$ cat src/design/fisr_pkg.sv
// ----------------------------------------------------------------------------
// fisr_pkg: shared constants and helpers for the inverse square root core
// Binary32 constants, register map and leading zero counters.
// ----------------------------------------------------------------------------
package fisr_pkg;

	localparam logic [31:0] MAGIC_GUESS     = 32'h5f3759df;
	localparam logic [31:0] CANON_NAN       = 32'h7FC00000;
	localparam logic [31:0] FP_ONE_HALF     = 32'h3F000000;
	localparam logic [31:0] FP_THREE_HALVES = 32'h3FC00000;

	// register index, taken from paddr[2]
	localparam logic REG_REFINE_STEPS = 1'b0;

	// leading zeros of a 48-bit product
	function automatic logic [5:0] lzc48(input logic [47:0] v);
		logic [5:0] cnt;
		cnt = 6'd47;
		for (int i = 0; i < 48; i++) begin
			if (v[i]) cnt = 6'(47 - i);
		end
		return cnt;
	endfunction

	// leading zeros of a 27-bit sum (27 when zero)
	function automatic logic [4:0] lzc27(input logic [26:0] v);
		logic [4:0] cnt;
		cnt = 5'd27;
		for (int i = 0; i < 27; i++) begin
			if (v[i]) cnt = 5'(26 - i);
		end
		return cnt;
	endfunction

endpackage

$ cat src/design/fisr_fadd.sv
// ----------------------------------------------------------------------------
// fisr_fadd: pipelined binary32 adder
// Three stages: align, add with leading zero count, normalize and round.
// ----------------------------------------------------------------------------
module fisr_fadd import fisr_pkg::*; (
	input  logic        clk,
	input  logic        arst_n,
	input  logic        en,
	input  logic        in_vld,
	input  logic [31:0] a,
	input  logic [31:0] b,
	output logic        out_vld,
	output logic [31:0] y
);

	// stage 1: unpack, order by magnitude, align the smaller operand
	logic [7:0]  ea, eb;
	logic        a_nan, b_nan, a_inf, b_inf, a_zero, b_zero, nan_c, inf_c;
	logic        swap;
	logic [31:0] big, sml;
	logic [7:0]  eb_eff, es_eff, d;
	logic [4:0]  shc;
	logic [26:0] sml27, al;

	assign ea     = a[30:23];
	assign eb     = b[30:23];
	assign a_nan  = (ea == 8'hFF) && (a[22:0] != 23'd0);
	assign b_nan  = (eb == 8'hFF) && (b[22:0] != 23'd0);
	assign a_inf  = (ea == 8'hFF) && (a[22:0] == 23'd0);
	assign b_inf  = (eb == 8'hFF) && (b[22:0] == 23'd0);
	assign a_zero = (ea == 8'd0) && (a[22:0] == 23'd0);
	assign b_zero = (eb == 8'd0) && (b[22:0] == 23'd0);
	assign nan_c  = a_nan || b_nan || (a_inf && b_inf && (a[31] != b[31]));
	assign inf_c  = (a_inf || b_inf) && !nan_c;

	always_comb begin
		swap   = b[30:0] > a[30:0];
		big    = swap ? b : a;
		sml    = swap ? a : b;
		eb_eff = (big[30:23] == 8'd0) ? 8'd1 : big[30:23];
		es_eff = (sml[30:23] == 8'd0) ? 8'd1 : sml[30:23];
		d      = eb_eff - es_eff;
		shc    = (d >= 8'd27) ? 5'd27 : d[4:0];
		sml27  = {sml[30:23] != 8'd0, sml[22:0], 3'b000};
		al     = sml27 >> shc;
		al[0]  = al[0] | (|(sml27 & ~({27{1'b1}} << shc)));
	end

	logic        vld_s1, nan_s1, inf_s1, isgn_s1, zz_s1, zsgn_s1, sub_s1, sign_s1;
	logic [26:0] big_s1, al_s1;
	logic [7:0]  exp_s1;

	always_ff @(posedge clk or negedge arst_n) begin
		if (!arst_n) begin
			vld_s1 <= 1'b0;
		end else if (en) begin
			vld_s1 <= in_vld;
		end
	end

	always_ff @(posedge clk) begin
		if (en) begin
			nan_s1  <= nan_c;
			inf_s1  <= inf_c;
			isgn_s1 <= a_inf ? a[31] : b[31];
			zz_s1   <= a_zero && b_zero;
			zsgn_s1 <= a[31] && b[31];
			sub_s1  <= a[31] ^ b[31];
			sign_s1 <= big[31];
			big_s1  <= {big[30:23] != 8'd0, big[22:0], 3'b000};
			al_s1   <= al;
			exp_s1  <= eb_eff;
		end
	end

	// stage 2: add or subtract, count leading zeros
	logic [27:0] sum_c;

	assign sum_c = sub_s1 ? ({1'b0, big_s1} - {1'b0, al_s1})
	                      : ({1'b0, big_s1} + {1'b0, al_s1});

	logic        vld_s2, nan_s2, inf_s2, isgn_s2, zz_s2, zsgn_s2, sign_s2;
	logic [27:0] sum_s2;
	logic [4:0]  lz_s2;
	logic [7:0]  exp_s2;

	always_ff @(posedge clk or negedge arst_n) begin
		if (!arst_n) begin
			vld_s2 <= 1'b0;
		end else if (en) begin
			vld_s2 <= vld_s1;
		end
	end

	always_ff @(posedge clk) begin
		if (en) begin
			nan_s2  <= nan_s1;
			inf_s2  <= inf_s1;
			isgn_s2 <= isgn_s1;
			zz_s2   <= zz_s1;
			zsgn_s2 <= zsgn_s1;
			sign_s2 <= sign_s1;
			sum_s2  <= sum_c;
			lz_s2   <= lzc27(sum_c[26:0]);
			exp_s2  <= exp_s1;
		end
	end

	// stage 3: normalize, round to nearest even, pack
	logic [7:0]  emax, lzl;
	logic [26:0] n27;
	logic [8:0]  e3;
	logic [7:0]  field;
	logic        guard, sticky, rnd;
	logic [30:0] packed_mag;
	logic [31:0] res_c;

	always_comb begin
		emax = exp_s2 - 8'd1;
		lzl  = ({3'b000, lz_s2} > emax) ? emax : {3'b000, lz_s2};
		if (sum_s2[27]) begin
			n27    = sum_s2[27:1];
			n27[0] = sum_s2[1] | sum_s2[0];
			e3     = {1'b0, exp_s2} + 9'd1;
		end else begin
			n27 = sum_s2[26:0] << lzl;
			e3  = {1'b0, exp_s2} - {1'b0, lzl};
		end
		field      = n27[26] ? e3[7:0] : 8'd0;
		guard      = n27[2];
		sticky     = |n27[1:0];
		rnd        = guard && (sticky || n27[3]);
		packed_mag = {field, n27[25:3]} + {30'd0, rnd};
		if (nan_s2) begin
			res_c = CANON_NAN;
		end else if (inf_s2) begin
			res_c = {isgn_s2, 8'hFF, 23'd0};
		end else if (e3 >= 9'd255) begin
			res_c = {sign_s2, 8'hFF, 23'd0};
		end else if (sum_s2 == 28'd0) begin
			res_c = {zz_s2 && zsgn_s2, 31'd0};
		end else begin
			res_c = {sign_s2, packed_mag};
		end
	end

	logic        vld_s3;
	logic [31:0] res_s3;

	always_ff @(posedge clk or negedge arst_n) begin
		if (!arst_n) begin
			vld_s3 <= 1'b0;
		end else if (en) begin
			vld_s3 <= vld_s2;
		end
	end

	always_ff @(posedge clk) begin
		if (en) begin
			res_s3 <= res_c;
		end
	end

	assign out_vld = vld_s3;
	assign y       = res_s3;

endmodule

$ cat config.mk
export PLATFORM = sky130hd
export DESIGN_NAME = fisr_fadd
export DESIGN_NICKNAME = d
export VERILOG_FILES = /design/src/design/fisr_pkg.sv /design/src/design/fisr_fadd.sv
export SDC_FILE = /design/constraint.sdc
export NUM_CORES = 1
export LEC_CHECK = 0
export BUFFER_PORTS_ARGS = -buffer_cell sky130_fd_sc_hd__buf_4
export CAP_MARGIN = 20
export CORE_ASPECT_RATIO = 0.9
export CORE_MARGIN = 4
export CORE_UTILIZATION = 51
export CTS_CLUSTER_SIZE = 28
export DETAILED_ROUTE_END_ITERATION = 8
export PLACE_DENSITY = 0.69
export SYNTH_ARGS = -nofsm -noshare
export SYNTH_HDL_FRONTEND = slang
export SYNTH_SLANG_ARGS = --single-unit
$ cat constraint.sdc
create_clock -name clk -period 11.9 [get_ports clk]
set_input_delay 0.595 -clock clk [delete_from_list [all_inputs] [get_ports clk]]
set_output_delay 0.595 -clock clk [all_outputs]
set_load 0.1 [all_outputs]
-- After elaboration in Yosys (flattened, before gate mapping)
Cells that the tools add are included.
- register bits: 148
- input bits: 68
- output and inout port bits: 33
- $add $sub $neg: 7
- order comparisons: 4
- eq/ne operators: 3
- shifts and indexed selects: 3
- multiplexer cells: 40
- bitwise gates (word level): 5
- reductions and logical operators: 37
- operators by type and width (operator ; number):
    $mux 32 ; 4
    $mux 5 ; 11
    $logic_not 23->1 ; 2
    $reduce_bool 23->1 ; 2
    $logic_not 8->1 ; 4
    $mux 4 ; 8
    $mux 8 ; 4
    $add 31x1->31 ; 1
    $gt 31x31->1 ; 1
    $mux 31 ; 1
    $add 27x27->28 ; 1
    $logic_not 28->1 ; 1
    $mux 28 ; 1
    $sub 27x27->28 ; 1
    $and 27x27->27 ; 1
    $mux 27 ; 1
    $not 27->27 ; 1
    $reduce_or 27->1 ; 1
    $shl 27x5->27 const A ; 1
    $shl 27x8->27 ; 1
    $shr 27x5->27 ; 1
    $eq 8x8->1 const B ; 2
    $reduce_bool 8->1 ; 2
    $reduce_or 16->1 ; 1
    21 further kinds ; 45

-- Depth between registers and ports, before layout
- depth after elaboration: 28
- mapped depth: 35
- depth with buffers taken out: 29

-- Least setup slack after synthesis
No wires, ideal clock.
- path type: input-to-reg
- from: input a[16]
- to: register al_s1[0] (data pin)
- arrival time: 7.027 ns
- path slack: 4.614 ns
- stages: 30
- buffers on the path: 5
- cell sequence: inv_1 > ha_1 > a21o_1 > a21o_1 > a21oi_1 > o21ai_0 > a221oi_1 > o211ai_1 > nand2_1 > clkbuf_1 > clkbuf_1 > clkbuf_1 > buf_1 > a211o_1 > ha_1 > inv_1 > fa_1 > a21o_1 > a21oi_1 > o21bai_1 > a21oi_1 > xnor2_1 > a21oi_1 > o2111ai_1 > clkbuf_1 > nor2_1 > a221oi_1 > nor4b_1 > nand4_1 > a211o_1
- word-level cells in the longest chain between the ends: 12
- elaborated cells on any way between the ends: 17
- classes of those cells: 1 x add/sub; 2 x order compare; 2 x shift; 5 x mux; 3 x bitwise; 4 x reduce/logical
- RTL lines (what ; RTL line ; RTL):
    start, declared ; fisr_fadd.sv:10 ; input logic [31:0] a,
    $gt 31x31->1 ; fisr_fadd.sv:37 ; swap = b[30:0] > a[30:0];
    $mux 32 / $mux 31 (equally long branches) ; fisr_fadd.sv:38, fisr_fadd.sv:39 ;
    $logic_not 8->1, on equally long branches ; fisr_fadd.sv:40, fisr_fadd.sv:41 ;
    $mux 8, on equally long branches ; fisr_fadd.sv:40, fisr_fadd.sv:41 ;
    $sub 8x8->8 ; fisr_fadd.sv:42 ; d = eb_eff - es_eff;
    $ge 8x5->1 ; fisr_fadd.sv:43 ; shc = (d >= 8'd27) ? 5'd27 : d[4:0];
    $mux 5 ; fisr_fadd.sv:43 ;
    $shl 27x5->27 ; fisr_fadd.sv:46 ; al[0] = al[0] | (|(sml27 & ~({27{1'b1}} << shc)));
    $not 27->27 ; fisr_fadd.sv:46 ;
    $and 27x27->27 ; fisr_fadd.sv:46 ;
    $reduce_or 27->1 ; fisr_fadd.sv:46 ;
    $or 1x1->1 (*) ; fisr_fadd.sv:46 ;
    named net al[0] ; fisr_fadd.sv:23 ; logic [26:0] sml27, al;
    end signal, assigned ; fisr_fadd.sv:71 ; al_s1 <= al;
    end, declared ; fisr_fadd.sv:50 ; logic [26:0] big_s1, al_s1;
The timed path passes the listed nets; every way through them passes the cells marked *.
A chain may end at the register's enable or synchronous reset.

-- Final worst setup path
- from: register exp_s2[0]
- to: register res_s3[4], in the netlist y[4] (data pin)
- word-level cells in the longest chain between the ends: 9
- elaborated cells on any way between the ends: 14
- classes of those cells: 4 x add/sub; 2 x order compare; 1 x shift; 3 x mux; 4 x reduce/logical
- RTL lines (what ; RTL line ; RTL):
    start, declared ; fisr_fadd.sv:85 ; logic [7:0] exp_s2;
    start signal, assigned ; fisr_fadd.sv:105 ; exp_s2 <= exp_s1;
    $sub 8x1->8 ; fisr_fadd.sv:119 ; emax = exp_s2 - 8'd1;
    $gt 5x8->1 ; fisr_fadd.sv:120 ; lzl = ({3'b000, lz_s2} > emax) ? emax : {3'b000, lz_s2};
    $mux 8 ; fisr_fadd.sv:120 ;
    $shl 27x8->27 ; fisr_fadd.sv:126 ; n27 = sum_s2[26:0] << lzl;
    $mux 27 ; fisr_fadd.sv:121 ; if (sum_s2[27]) begin
    $reduce_or 2->1 ; fisr_fadd.sv:131 ; sticky = |n27[1:0];
    $logic_or 1x1->1 ; fisr_fadd.sv:132 ; rnd = guard && (sticky || n27[3]);
    $logic_and 1x1->1 ; fisr_fadd.sv:132 ;
    $add 31x1->31 ; fisr_fadd.sv:133 ; packed_mag = {field, n27[25:3]} + {30'd0, rnd};
    end signal, assigned ; fisr_fadd.sv:160 ; res_s3 <= res_c;
    end, declared ; fisr_fadd.sv:148 ; logic [31:0] res_s3;
Parallel ways exist; a longest one is shown, timed or not.

==> flow_metrics.env <==
export IMPL_status="finished, final reports clean"
export IMPL_worstPathRequired_ps=12100
export IMPL_slowest_stage="inv_1"
export IMPL_worstSetupStartpoint="exp_s2[0]$_DFFE_PP_"
export IMPL_dr_wl_met3_mm=5.113
export IMPL_postCtsHoldBufs=1
export IMPL_diodes=0
export IMPL_hold_viol_final=0
export IMPL_antenna_found_initial=0
export IMPL_netlist_area_um2=15180
export IMPL_grt_pass1_wl_mm=78.94
export IMPL_top_layer="met4"
export IMPL_rows=59
export IMPL_die_h_um=171.7
export IMPL_fill_cells=2657
export IMPL_met2_length_mm=20.60
export IMPL_tritoncts="yes"
export IMPL_layout_common_cells="163 x nand2_1, 155 x a21oi_1, 145 x nor2_1, 145 x edfxtp_1, 120 x inv_1"
export IMPL_die_area_um2=32600
export IMPL_timing_fmax_mhz=122.2
export IMPL_numCtsBuffers=17
export IMPL_drcViolationCount=0
export IMPL_p_sw_mw=1.292
export IMPL_grt_usage_pct=30.42
export IMPL_hp_class="in -> reg"
export IMPL_rsz0062_at_grt="no"
export IMPL_finalPower_mw=2.728
export IMPL_grt_pass1_vias=13700
export IMPL_leakage_nw=7.097
export IMPL_drive_gt1_share_pct=13.23
export IMPL_cp_end_kind="flop"
export IMPL_wirelength_mm=50.64
export IMPL_async_flop_share_pct=2.027
export IMPL_p_int_mw=1.435
export IMPL_wl_met1_mm=23.81
export IMPL_wl_per_cell_um=22.61
export IMPL_cts_max_level=4
export IMPL_syn_num_nets=1962
export IMPL_setup_worst_path_end="y[4]$_SDFFCE_PP0P_"
export IMPL_ios=101
export IMPL_min_period_ps=8183
export IMPL_dp_hpwl_mm=38.38
export IMPL_final_common_cell="nand2_1"
export IMPL_ys_ff_latch=148
export IMPL_clkTransAtPathRegs_ps=80
export IMPL_p_clk_share_pct=19.8
export IMPL_syn_to_final_growth_pct=10.71
export IMPL_reg2reg_depth=28
export IMPL_post_cts_buffers=0
export IMPL_reg2reg_from="exp_s2[0]$_DFFE_PP_"
export IMPL_clk_latency_ps=440
export IMPL_synthDistinctLibCells=84
export IMPL_clock_path_buffers=2
export IMPL_fin_nets=2006
export IMPL_p_sw_share_pct=47.38
export IMPL_clock_sinks=148
export IMPL_r2r_slack_ps=3720
export IMPL_gr_total_overflow=0
export IMPL_synth_area_per_cell_um2=8.496
export IMPL_ir_worst_vdd_mv=0.09974
export IMPL_io_buffers=100
export IMPL_place_gp_congestion=1.017
export IMPL_timing_slew_headroom_pct=25.02
export IMPL_combinationalPowerShare_pct=52.2
export IMPL_setup_viol=0
export IMPL_fin_skew_ps=15.60
export IMPL_grt_max_degree=94
export IMPL_finalMaxSlewViolations=0
export IMPL_cpPeakStageDelay_ps=600
export IMPL_tns_ps=0
export IMPL_synth_edf_count=145
export IMPL_root_buffer="clkbuf_16"
export IMPL_ys_warn_count=0
export IMPL_ant_nets=0
export IMPL_final_area_um2=16810
export IMPL_path_class="reg -> reg"
export IMPL_path_max_fanout=28
export IMPL_critPathArrivalTime_ps=8380
export IMPL_final_util_pct=57.64
export IMPL_start_util_pct=52.07
export IMPL_r2r_end="y[4]$_SDFFCE_PP0P_"
export IMPL_timing_worst_slew_pin_value_ps=1093
export IMPL_synth_cells=1787
export IMPL_synthFlopType="edfxtp_1"
export IMPL_startpoint_type="flop"
export IMPL_pwr_share_seq_pct=28.0
export IMPL_cts_resized_gates=0
export IMPL_fp_dieW_um=189.9
export IMPL_place_area_um2=16210
export IMPL_num_vias=14790
export IMPL_hold_slack_ps=390.7
export IMPL_finalCritPeriodShare_pct=68.76
export IMPL_dr_pass1_iters=6
export IMPL_seq_area_frac_synth_pct=29.17
export IMPL_drtIter0Drc=1719
export IMPL_viasPerCell=6.604
export IMPL_fp_coreArea_um2=29160
export IMPL_power_density_nw_per_um2=162.3
export IMPL_maxCapViolations=0
==> synth_stat cells, drive strengths merged, types with 33 or more instances <==
cell type	number	area (um2)
a211oi	34	260.3
a21o	34	255.2
a21oi	155	775.7
clkbuf	72	270.3
edfxtp	145	4354
ha	104	1301
inv	121	454.2
mux2	68	765.7
mux2i	100	1001
nand2	165	626.9
nand3	42	210.2
nor2	149	566.8
nor3	45	240.2
nor4	33	221.5
o21ai	88	440.4
xnor2	45	394.1
==> layer usage <==
metal  vias up  GRT usage, %
met5         -             0
met4         0         8.019
met3        97         6.696
met2       803         42.79
met1      7060         46.93
li1       6834             -
==> how the worst min path moves through the flow <==
stage	start	to	slack [ps]	cells after the start
4_1_cts	in_vld	vld_s1$_DFFE_PN0P_	380	2
5_1_grt	in_vld	vld_s1$_DFFE_PN0P_	390	2
6_report	in_vld	vld_s1$_DFFE_PN0P_	390	2
3_5_place_dp	arst_n	vld_s1$_DFFE_PN0P_	390	1
3_3_place_gp	arst_n	out_vld$_DFFE_PN0P_	380	1
2_1_floorplan	arst_n	out_vld$_DFFE_PN0P_	300	0
==> critical path, delay by kind of cell (launching register included) <==
| family | cells | cell delay [ps] |
|---|---|---|
| compound gates | 5 | 890 |
| xor+xnor | 2 | 650 |
| fa+ha+maj | 4 | 1370 |
| buf+inv | 4 | 1390 |
| flops | 1 | 390 |
| simple gates | 13 | 3220 |
==> sequential cells by signal (all words and copies together) (netlist names), 5 cells and up <==
name and cells:
y 32, sum_s2 28, al_s1 27, big_s1 24, exp_s1 8, exp_s2 8
lz_s2 5
==> layout make-up <==
| type | count | area, um2 | area share [%] |
|---|---|---|---|
| Multi-Input combinational cell | 1423 | 9945 | 59.16 |
| Timing Repair Buffer | 118 | 889.6 | 5.293 |
| Inverter | 123 | 461.7 | 2.747 |
| Sequential cell | 148 | 4429 | 26.35 |
| Tap cell | 396 | 495.5 | 2.948 |
| Clock buffer | 18 | 429.2 | 2.553 |
| Clock inverter | 14 | 158.9 | 0.9454 |
==> per-stage QoR <==
stage          std cells  worst slack [ps]
2_1_floorplan       1787              4614
3_3_place_gp        2205              3969
3_5_place_dp        2206              3913
4_1_cts             2239              3881
5_1_grt             2240              3056
6_report            2240              3717
==> kinds of logic after synthesis <==
logic type,count (synthesis),share of synthesized area (%)
and+or+nand+nor,552,17.56
AOI/OAI and AO/OA,532,23.17
buffers and inverters,216,5.621
muxes,170,11.93
DFF,148,29.17
adders and majority gates,107,8.967
xor gates and xnor gates,62,3.577
==> power by group through the flow <==
stage          clock network (mW)  logic, mW  registers, mW
3_3_place_gp                    0       1.37          0.767
2_1_floorplan                   0      0.935          0.798
3_5_place_dp                    0       1.37          0.768
4_1_cts                     0.547       1.38          0.757
5_1_grt                     0.574       1.54          0.767
6_report                    0.540       1.42          0.763
No activity file was read; power rests on OpenSTA's default activity.
