[config.mk]
export PLATFORM = sky130hd
export DESIGN_NAME = fisr_fmul
export DESIGN_NICKNAME = d
export VERILOG_FILES = /design/src/design/fisr_pkg.sv /design/src/design/fisr_fmul.sv
export SDC_FILE = /design/constraint.sdc
export NUM_CORES = 2
export LEC_CHECK = 0
export BUFFER_PORTS_ARGS = -buffer_cell sky130_fd_sc_hd__buf_2
export CORE_MARGIN = 1
export CORE_UTILIZATION = 60
export CTS_CLUSTER_DIAMETER = 60
export CTS_CLUSTER_SIZE = 20
export DETAILED_ROUTE_END_ITERATION = 8
export PLACE_DENSITY = 0.77
export RECOVER_POWER = 100
export SLEW_MARGIN = 25
export SYNTH_ARGS = -nofsm -noshare
export SYNTH_HDL_FRONTEND = slang
export SYNTH_SLANG_ARGS = --single-unit
[constraint.sdc]
create_clock -name clk -period 5.45 [get_ports clk]
set_input_delay 0.2725 -clock clk [delete_from_list [all_inputs] [get_ports clk]]
set_output_delay 0.2725 -clock clk [all_outputs]
set_load 0.01 [all_outputs]
[src/design/fisr_pkg.sv]
// ----------------------------------------------------------------------------
// fisr_pkg: shared constants and helpers for the inverse square root core
// Binary32 constants, register map and leading zero counters.
// ----------------------------------------------------------------------------
package fisr_pkg;

	localparam logic [31:0] MAGIC_GUESS     = 32'h5f3759df;
	localparam logic [31:0] CANON_NAN       = 32'h7FC00000;
	localparam logic [31:0] FP_ONE_HALF     = 32'h3F000000;
	localparam logic [31:0] FP_THREE_HALVES = 32'h3FC00000;

	// register index, taken from paddr[2]
	localparam logic REG_REFINE_STEPS = 1'b0;

	// leading zeros of a 48-bit product
	function automatic logic [5:0] lzc48(input logic [47:0] v);
		logic [5:0] cnt;
		cnt = 6'd47;
		for (int i = 0; i < 48; i++) begin
			if (v[i]) cnt = 6'(47 - i);
		end
		return cnt;
	endfunction

	// leading zeros of a 27-bit sum (27 when zero)
	function automatic logic [4:0] lzc27(input logic [26:0] v);
		logic [4:0] cnt;
		cnt = 5'd27;
		for (int i = 0; i < 27; i++) begin
			if (v[i]) cnt = 5'(26 - i);
		end
		return cnt;
	endfunction

endpackage

[src/design/fisr_fmul.sv]
// ----------------------------------------------------------------------------
// fisr_fmul: pipelined binary32 multiplier
// Three stages: multiply, normalize, round to nearest even and pack.
// ----------------------------------------------------------------------------
module fisr_fmul import fisr_pkg::*; (
	input  logic        clk,
	input  logic        arst_n,
	input  logic        en,
	input  logic        in_vld,
	input  logic [31:0] a,
	input  logic [31:0] b,
	output logic        out_vld,
	output logic [31:0] y
);

	// stage 1: unpack, specials, mantissa product
	logic [7:0]  ea, eb, eae, ebe;
	logic [23:0] ma, mb;
	logic        a_nan, b_nan, a_inf, b_inf, a_zero, b_zero;
	logic        nan_c, inf_c;

	assign ea  = a[30:23];
	assign eb  = b[30:23];
	assign eae = (ea == 8'd0) ? 8'd1 : ea;
	assign ebe = (eb == 8'd0) ? 8'd1 : eb;
	assign ma  = {ea != 8'd0, a[22:0]};
	assign mb  = {eb != 8'd0, b[22:0]};
	assign a_nan  = (ea == 8'hFF) && (a[22:0] != 23'd0);
	assign b_nan  = (eb == 8'hFF) && (b[22:0] != 23'd0);
	assign a_inf  = (ea == 8'hFF) && (a[22:0] == 23'd0);
	assign b_inf  = (eb == 8'hFF) && (b[22:0] == 23'd0);
	assign a_zero = (ea == 8'd0) && (a[22:0] == 23'd0);
	assign b_zero = (eb == 8'd0) && (b[22:0] == 23'd0);
	assign nan_c  = a_nan || b_nan || (a_inf && b_zero) || (b_inf && a_zero);
	assign inf_c  = (a_inf || b_inf) && !nan_c;

	logic               vld_s1, nan_s1, inf_s1, zero_s1, sign_s1;
	logic [47:0]        prod_s1;
	logic signed [9:0]  exp_s1;

	always_ff @(posedge clk or negedge arst_n) begin
		if (!arst_n) begin
			vld_s1 <= 1'b0;
		end else if (en) begin
			vld_s1 <= in_vld;
		end
	end

	always_ff @(posedge clk) begin
		if (en) begin
			nan_s1  <= nan_c;
			inf_s1  <= inf_c;
			zero_s1 <= (a_zero || b_zero) && !nan_c && !inf_c;
			sign_s1 <= a[31] ^ b[31];
			prod_s1 <= ma * mb;
			exp_s1  <= $signed({2'b00, eae}) + $signed({2'b00, ebe}) - 10'sd126;
		end
	end

	// stage 2: left normalize
	logic [5:0]         lz;
	logic               vld_s2, nan_s2, inf_s2, zero_s2, sign_s2;
	logic [47:0]        norm_s2;
	logic signed [9:0]  exp_s2;

	assign lz = lzc48(prod_s1);

	always_ff @(posedge clk or negedge arst_n) begin
		if (!arst_n) begin
			vld_s2 <= 1'b0;
		end else if (en) begin
			vld_s2 <= vld_s1;
		end
	end

	always_ff @(posedge clk) begin
		if (en) begin
			nan_s2  <= nan_s1;
			inf_s2  <= inf_s1;
			zero_s2 <= zero_s1;
			sign_s2 <= sign_s1;
			norm_s2 <= prod_s1 << lz;
			exp_s2  <= exp_s1 - $signed({4'b0000, lz});
		end
	end

	// stage 3: subnormal shift, rounding, packing
	logic [9:0]  sh;
	logic [6:0]  shc;
	logic [47:0] dn;
	logic        lost;
	logic [7:0]  field;
	logic        guard, sticky, rnd;
	logic [30:0] packed_mag;
	logic [31:0] res_c;

	always_comb begin
		sh   = 10'd1 - exp_s2;
		shc  = 7'd0;
		dn   = norm_s2;
		lost = 1'b0;
		field = exp_s2[7:0];
		if (exp_s2 <= 10'sd0) begin
			shc   = (sh >= 10'd48) ? 7'd48 : sh[6:0];
			dn    = norm_s2 >> shc;
			lost  = |(norm_s2 & ~({48{1'b1}} << shc));
			field = 8'd0;
		end
		guard      = dn[23];
		sticky     = (|dn[22:0]) || lost;
		rnd        = guard && (sticky || dn[24]);
		packed_mag = {field, dn[46:24]} + {30'd0, rnd};
		if (nan_s2) begin
			res_c = CANON_NAN;
		end else if (inf_s2 || (exp_s2 >= 10'sd255)) begin
			res_c = {sign_s2, 8'hFF, 23'd0};
		end else if (zero_s2) begin
			res_c = {sign_s2, 31'd0};
		end else begin
			res_c = {sign_s2, packed_mag};
		end
	end

	logic        vld_s3;
	logic [31:0] res_s3;

	always_ff @(posedge clk or negedge arst_n) begin
		if (!arst_n) begin
			vld_s3 <= 1'b0;
		end else if (en) begin
			vld_s3 <= vld_s2;
		end
	end

	always_ff @(posedge clk) begin
		if (en) begin
			res_s3 <= res_c;
		end
	end

	assign out_vld = vld_s3;
	assign y       = res_s3;

endmodule

Yosys cells after proc, flatten, opt, wreduce, memory -nomap -nowiden
Cells that the tools add are included.
W data, S select, Z words.
- register bits after elaboration: 159
- input bits: 68
- output and inout bits: 33
- logic and storage cells: 124
- $add $sub $neg: 5
- $mul: 1
- $lt $le $gt $ge: 3
- equal/unequal tests: 2
- shift-type cells: 3
- mux-type cells: 55
- bitwise gates (word level): 3
- reduce and logical (&&, ||, !) cells: 34
- operator list (cell ; count):
    $mux W6 ; 46
    $and A48 B48 Y48 ; 1
    $mul A24 B24 Y48 ; 1
    $not A48 Y48 ; 1
    $reduce_or A48 Y1 ; 1
    $shl A48 B6 Y48 ; 1
    $shl A48 B7 Y48 const A ; 1
    $shr A48 B7 Y47 ; 1
    $mux W47 ; 1
    $logic_not A23 Y1 ; 2
    $reduce_bool A23 Y1 ; 2
    $add A31 B1 Y31 ; 1
    $mux W31 ; 1
    $mux W8 ; 3
    $mux W23 ; 1
    $reduce_or A23 Y1 ; 1
    $eq A8 B8 Y1 const B ; 2
    $logic_not A8 Y1 ; 2
    $reduce_bool A8 Y1 ; 2
    $logic_and A1 B1 Y1 ; 12
    $ge A10 B6 Y1 const B ; 1
    $ge A10 B9 Y1 const B ; 1
    $le A10 B1 Y1 const B ; 1
    $sub A1 B10 Y10 const A ; 1
    10 further kinds ; 19

Logic depth before layout (Yosys ltp)
- word-level depth: 48
- depth in mapped cells: 30
- gate-level depth less buffers: 28

Least setup slack after synthesis
No wires, ideal clock.
- kind: input-to-reg
- from: in b[8]
- to: reg prod_s1[43] (data pin)
- setup time: 259 ps
- arrival time: 6771 ps
- data required time: 5191 ps
- path slack: -1581 ps
- stages: 26
- path buffers: 3
- cells stage by stage: clkbuf_1 > clkbuf_1 > nand2_1 > fa_1 > inv_1 > fa_1 > fa_1 > fa_1 > fa_1 > inv_1 > fa_1 > inv_1 > fa_1 > ha_1 > clkbuf_1 > a21o_1 > a21oi_1 > nand3_1 > o211a_1 > a311oi_1 > o31a_1 > a21oi_1 > o21ai_0 > nand2b_1 > a221o_1 > xor2_1
- word-level cells in the longest chain between the ends: 1
- RTL lines (what ; RTL line ; RTL):
    from (decl) ; fisr_fmul.sv:11 ; input logic [31:0] b,
    $mul A24 B24 Y48 ; fisr_fmul.sv:55 ; prod_s1 <= ma * mb;
    to (signal assigned) ; fisr_fmul.sv:55 ;
    to (decl) ; fisr_fmul.sv:38 ; logic [47:0] prod_s1;
Every way passes these cells.
A chain may end at the register's enable or synchronous reset.

Worst setup path in the final report
- from: in a[11]
- to: reg prod_s1[43] (data pin)
- word-level cells in the longest chain between the ends: 1
- RTL lines (what ; RTL line ; RTL):
    from (decl) ; fisr_fmul.sv:10 ; input logic [31:0] a,
    $mul A24 B24 Y48 ; fisr_fmul.sv:55 ;
Every way passes these cells.

==> flow_summary.html <==
<table>
<tr><th>Metric</th><th>Value</th></tr>
<tr><th colspan="2">Synth</th></tr>
<tr><td>Most common library cells after synthesis</td><td>sky130_fd_sc_hd__inv_1 (536), sky130_fd_sc_hd__nand2_1 (490), sky130_fd_sc_hd__fa_1 (484)</td></tr>
<tr><td>Part of the Yosys area used for sequential elements</td><td>14.8%</td></tr>
<tr><td>Number of register bits inferred by synthesis</td><td>159</td></tr>
<tr><td>Synthesized cell area</td><td>0.0322 mm^2</td></tr>
<tr><td>Post-synthesis area per instance</td><td>8.92 um^2</td></tr>
<tr><td>Most frequent cell after synthesis</td><td>sky130_fd_sc_hd__inv_1</td></tr>
<tr><td>Top cells by area, synth</td><td>sky130_fd_sc_hd__fa_1 (30%), sky130_fd_sc_hd__edfxtp_1 (15%), sky130_fd_sc_hd__ha_1 (7.7%), sky130_fd_sc_hd__inv_1 (6.2%), sky130_fd_sc_hd__nand2_1 (5.7%)</td></tr>
<tr><td>Ys flop type</td><td>sky130_fd_sc_hd__edfxtp_1</td></tr>
<tr><td>Netlist cell types</td><td>108</td></tr>
<tr><td>Share of synthesized registers carrying an async set or reset</td><td>1.89%</td></tr>
<tr><td>EDFF count, synth</td><td>156</td></tr>
<tr><td>Synthesized net count</td><td>4361</td></tr>
<tr><td>Post-synthesis cell type with the largest combined area</td><td>sky130_fd_sc_hd__fa_1</td></tr>
<tr><td>Count of synthesis-stage warnings from yosys</td><td>0</td></tr>
<tr><td>Share of the synthesized area in the top cell type</td><td>30.1%</td></tr>
<tr><td>Count of mapped cells out of synthesis</td><td>3612</td></tr>
<tr><th colspan="2">Global route</th></tr>
<tr><td>Met1 usage</td><td>46.2%</td></tr>
<tr><td>Global routing met3 resource utilization</td><td>6.13%</td></tr>
<tr><td>First-pass GRT wire length</td><td>163000 um</td></tr>
<tr><td>Global routing's busiest layer</td><td>met2</td></tr>
<tr><td>Antenna violations before repair</td><td>2</td></tr>
<tr><td>Total Routing Usage GR</td><td>39.0%</td></tr>
<tr><td>Grt ovf</td><td>0</td></tr>
<tr><td>Vias in the first global route</td><td>29600</td></tr>
<tr><td>Pin count of the biggest net entering global routing</td><td>68</td></tr>
<tr><td>M2 GR Usage</td><td>68.0%</td></tr>
<tr><th colspan="2">STA</th></tr>
<tr><td>Fin crit share</td><td>119%</td></tr>
<tr><td>Worst Max-Slew Pin Slew</td><td>3.79 ns</td></tr>
<tr><td>Final Setup Violations</td><td>30</td></tr>
<tr><td>Crit path time final</td><td>6.49 ns</td></tr>
<tr><td>Smallest setup slack after layout</td><td>-1.04 ns</td></tr>
<tr><td>Setup repair after global routing missed its margin</td><td>true</td></tr>
<tr><td>Worst Skew</td><td>0.0220 ns</td></tr>
<tr><td>Final max-slew violation count</td><td>68</td></tr>
<tr><td>Fin. Hold Viols</td><td>0</td></tr>
<tr><td>Highest attainable clock frequency</td><td>0.154 GHz</td></tr>
<tr><td>Relative slew slack</td><td>-153%</td></tr>
<tr><td>Final hold slack</td><td>0.0645 ns</td></tr>
<tr><th colspan="2">Finish</th></tr>
<tr><td>Final Instance Area</td><td>0.0376 mm^2</td></tr>
<tr><td># diodes</td><td>0</td></tr>
<tr><td>Final core utilization</td><td>71.3%</td></tr>
<tr><td>Share of cells above drive strength 1</td><td>20.1%</td></tr>
<tr><td>NumNets Final</td><td>4652</td></tr>
<tr><td>Synth-to-layout area growth</td><td>16.9%</td></tr>
<tr><th colspan="2">Worst hold path</th></tr>
<tr><td>Worst Hold Launch</td><td>in_vld</td></tr>
<tr><td>Hold crit path type</td><td>primary input to flip-flop</td></tr>
<tr><td>Hold Crit Depth</td><td>2</td></tr>
<tr><th colspan="2">Status</th></tr>
<tr><td>Status</td><td>complete, but fails checks</td></tr>
<tr><td>Violations in the final reports</td><td>design-rule violations, max-capacitance violations, max-slew violations, negative setup slack</td></tr>
<tr><th colspan="2">Setup path</th></tr>
<tr><td>Critical R2R Launch</td><td>exp_s2[1]</td></tr>
<tr><td>CP peak stage delay</td><td>0.56 ns</td></tr>
<tr><td>Depth of the worst register-to-register path</td><td>15</td></tr>
<tr><td>Setup crit start kind</td><td>primary input</td></tr>
<tr><td>Data required time of the worst path</td><td>5.66 ns</td></tr>
<tr><td>Reg-to-reg setup timing slack</td><td>0.26 ns</td></tr>
<tr><td>Category of the worst setup path capture point</td><td>flip-flop</td></tr>
<tr><td>Cell repeated most along the worst path</td><td>sky130_fd_sc_hd__fa_1</td></tr>
<tr><td>Critical Path Fanout Max</td><td>11</td></tr>
<tr><td>Worst path slowest cell</td><td>sky130_fd_sc_hd__fa_1</td></tr>
<tr><td>Type of the worst setup path</td><td>primary input to flip-flop</td></tr>
<tr><td>Critical path arrival</td><td>6.70 ns</td></tr>
<tr><td>CP Launch Point</td><td>a[11]</td></tr>
<tr><th colspan="2">Clocking</th></tr>
<tr><td>Number of buffers created by CTS</td><td>17</td></tr>
<tr><td>Number of sinks handled by clock tree synthesis</td><td>159</td></tr>
<tr><td>Max Buffers Root-to-Sink</td><td>2</td></tr>
<tr><td>Clk Tree Root Cell</td><td>sky130_fd_sc_hd__clkbuf_16</td></tr>
<tr><td>Insertion delay of the later-clocked pin in the worst-skew pair</td><td>0.47 ns</td></tr>
<tr><td>Total number of H-tree levels</td><td>4</td></tr>
<tr><td>CTS tree</td><td>done</td></tr>
<tr><td>Clock-pin slew reported for the worst setup and hold paths after clock tree synthesis</td><td>0.07 ns</td></tr>
<tr><th colspan="2">Floorplanning</th></tr>
<tr><td>Effective utilization at floorplan</td><td>61.0%</td></tr>
<tr><td>Number of ports placed on the die boundary</td><td>101</td></tr>
<tr><td>Horizontal die dimension</td><td>234 um</td></tr>
<tr><td>Total Die Area</td><td>0.0546 mm^2</td></tr>
<tr><td>Die outline height</td><td>234 um</td></tr>
<tr><td>Placeable core region</td><td>0.0528 mm^2</td></tr>
<tr><td>Num rows</td><td>84</td></tr>
<tr><th colspan="2">Job</th></tr>
<tr><td>Max_cap viols</td><td>1</td></tr>
<tr><th colspan="2">Routing</th></tr>
<tr><td>Count of nets left with antenna violations after detail routing</td><td>0</td></tr>
<tr><td>Total via count in the routed design</td><td>28800</td></tr>
<tr><td>Aggregate routed wire length</td><td>106000 um</td></tr>
<tr><td>Residual DRC</td><td>14</td></tr>
<tr><td>Wire per inst</td><td>23.0 um</td></tr>
<tr><td>Number of iterations in the first detailed-routing pass</td><td>8</td></tr>
<tr><td>Violation count after the first detailed-route iteration</td><td>2619</td></tr>
<tr><td>Drt via density</td><td>6.26</td></tr>
<tr><th colspan="2">Placed design</th></tr>
<tr><td>Number of input and output port buffers inserted</td><td>100</td></tr>
<tr><td>Placed standard-cell area</td><td>0.0356 mm^2</td></tr>
<tr><td>Total half-perimeter wirelength after legalization and detailed placement</td><td>82000 um</td></tr>
<tr><td>Weighted congestion at the end of routability-driven global placement</td><td>1.08</td></tr>
</table>
state kept, by name, indices dropped and copies added (netlist names), 10 cells and up:
signal,cells
exp_s1,10
exp_s2,10
norm_s2,48
prod_s1,48
y,32
worst paths after layout:
| check | end |
|---|---|
| setup / recovery | prod_s1[43] |
| hold / removal | vld_s1 |
| setup reg to reg | y[29] |
| hold reg to reg | nan_s2 |
| max in group asynchronous | vld_s1 |
| min in group asynchronous | vld_s2 |
layout make-up:
cell class	count	area [um^2]
Fill cell	3816	15100
Timing Repair Buffer	492	4000
Multi-Input combinational cell	2692	25400
Clock buffer	18	429
Clock inverter	14	109
Tap cell	688	861
Sequential cell	159	4760
Inverter	541	2030
cell usage in the layout, fill, tap and decap left out, types with 29 or more instances in the layout:
| master | synthesis | final |
|---|---|---|
| sky130_fd_sc_hd__and2_1 | 222 | 206 |
| sky130_fd_sc_hd__buf_4 | 9 | 353 |
| sky130_fd_sc_hd__mux2_2 | 36 | 36 |
| sky130_fd_sc_hd__nor3_1 | 48 | 46 |
| sky130_fd_sc_hd__edfxtp_1 | 156 | 156 |
| sky130_fd_sc_hd__nor2_1 | 177 | 176 |
| sky130_fd_sc_hd__nand3_1 | 37 | 35 |
| sky130_fd_sc_hd__ha_1 | 197 | 165 |
| sky130_fd_sc_hd__nor4_1 | 41 | 38 |
| sky130_fd_sc_hd__a21oi_2 | 1 | 29 |
| sky130_fd_sc_hd__a21oi_1 | 139 | 108 |
| sky130_fd_sc_hd__xnor2_1 | 48 | 46 |
| sky130_fd_sc_hd__inv_1 | 536 | 518 |
| sky130_fd_sc_hd__fa_1 | 484 | 460 |
| sky130_fd_sc_hd__mux2i_1 | 122 | 122 |
| sky130_fd_sc_hd__o21ai_0 | 96 | 78 |
| sky130_fd_sc_hd__xor2_1 | 33 | 33 |
| sky130_fd_sc_hd__buf_2 | 23 | 66 |
| sky130_fd_sc_hd__a21o_1 | 36 | 36 |
| sky130_fd_sc_hd__buf_6 | 3 | 40 |
| sky130_fd_sc_hd__nand2_1 | 490 | 479 |
per-stage QoR:
| step | setup WS (ns) | TNS [ns] | cells |
|---|---|---|---|
| after floorplan | -1.15 | -17.87 | 3612 |
| final | -1.04 | -17.35 | 4604 |
| after global routing | -1.24 | -22.56 | 4604 |
| after CTS | -0.817 | -11.36 | 4587 |
| after detailed placement | -1.60 | -37.38 | 4541 |
| after global placement | -1.50 | -34.08 | 4541 |
critical path, delay by kind of cell:
| family | cells | cell delay [ns] |
|---|---|---|
| AO/OA/AOI/OAI | 9 | 1.97 |
| adder cells (fa/ha/maj) | 8 | 3.44 |
| buffers and inverters | 8 | 0.58 |
| AND/OR/NAND/NOR | 3 | 0.30 |
| XOR/XNOR | 1 | 0.14 |
per-layer routing:
| metal | up-vias | share of wire [%] |
|---|---|---|
| met4 | 4 | 5.9 |
| met3 | 444 | 7.9 |
| li1 | 12600 | - |
| met2 | 1542 | 50 |
| met1 | 14300 | 36 |
| met5 | - | 0.026 |
cell families (layout without fill, tap and decap cells):
group / Yosys count / after routing / synth area share, %
fa+ha+maj: 681 / 681 / 37.7
mux: 161 / 161 / 5.24
flops: 159 / 159 / 14.8
buf+inv: 761 / 1065 / 9.14
xor+xnor: 83 / 83 / 2.30
compound gates: 605 / 605 / 13.1
simple gates: 1162 / 1162 / 17.7
what timing repair did:
| action | 4_1_cts | 5_1_grt |
|---|---|---|
| resized for setup | 208 | 91 |
| endpoints found under the hold margin | 3 | 0 |
| pin swaps | 119 | 62 |
| hold buffers | 1 | 0 |
| endpoints found under the setup margin | 33 | 47 |
| setup buffers | 27 | 18 |
Power is left out: the tool's default activity adds up to more than one toggle a clock period on the data nets, which glitch-free logic cannot reach.
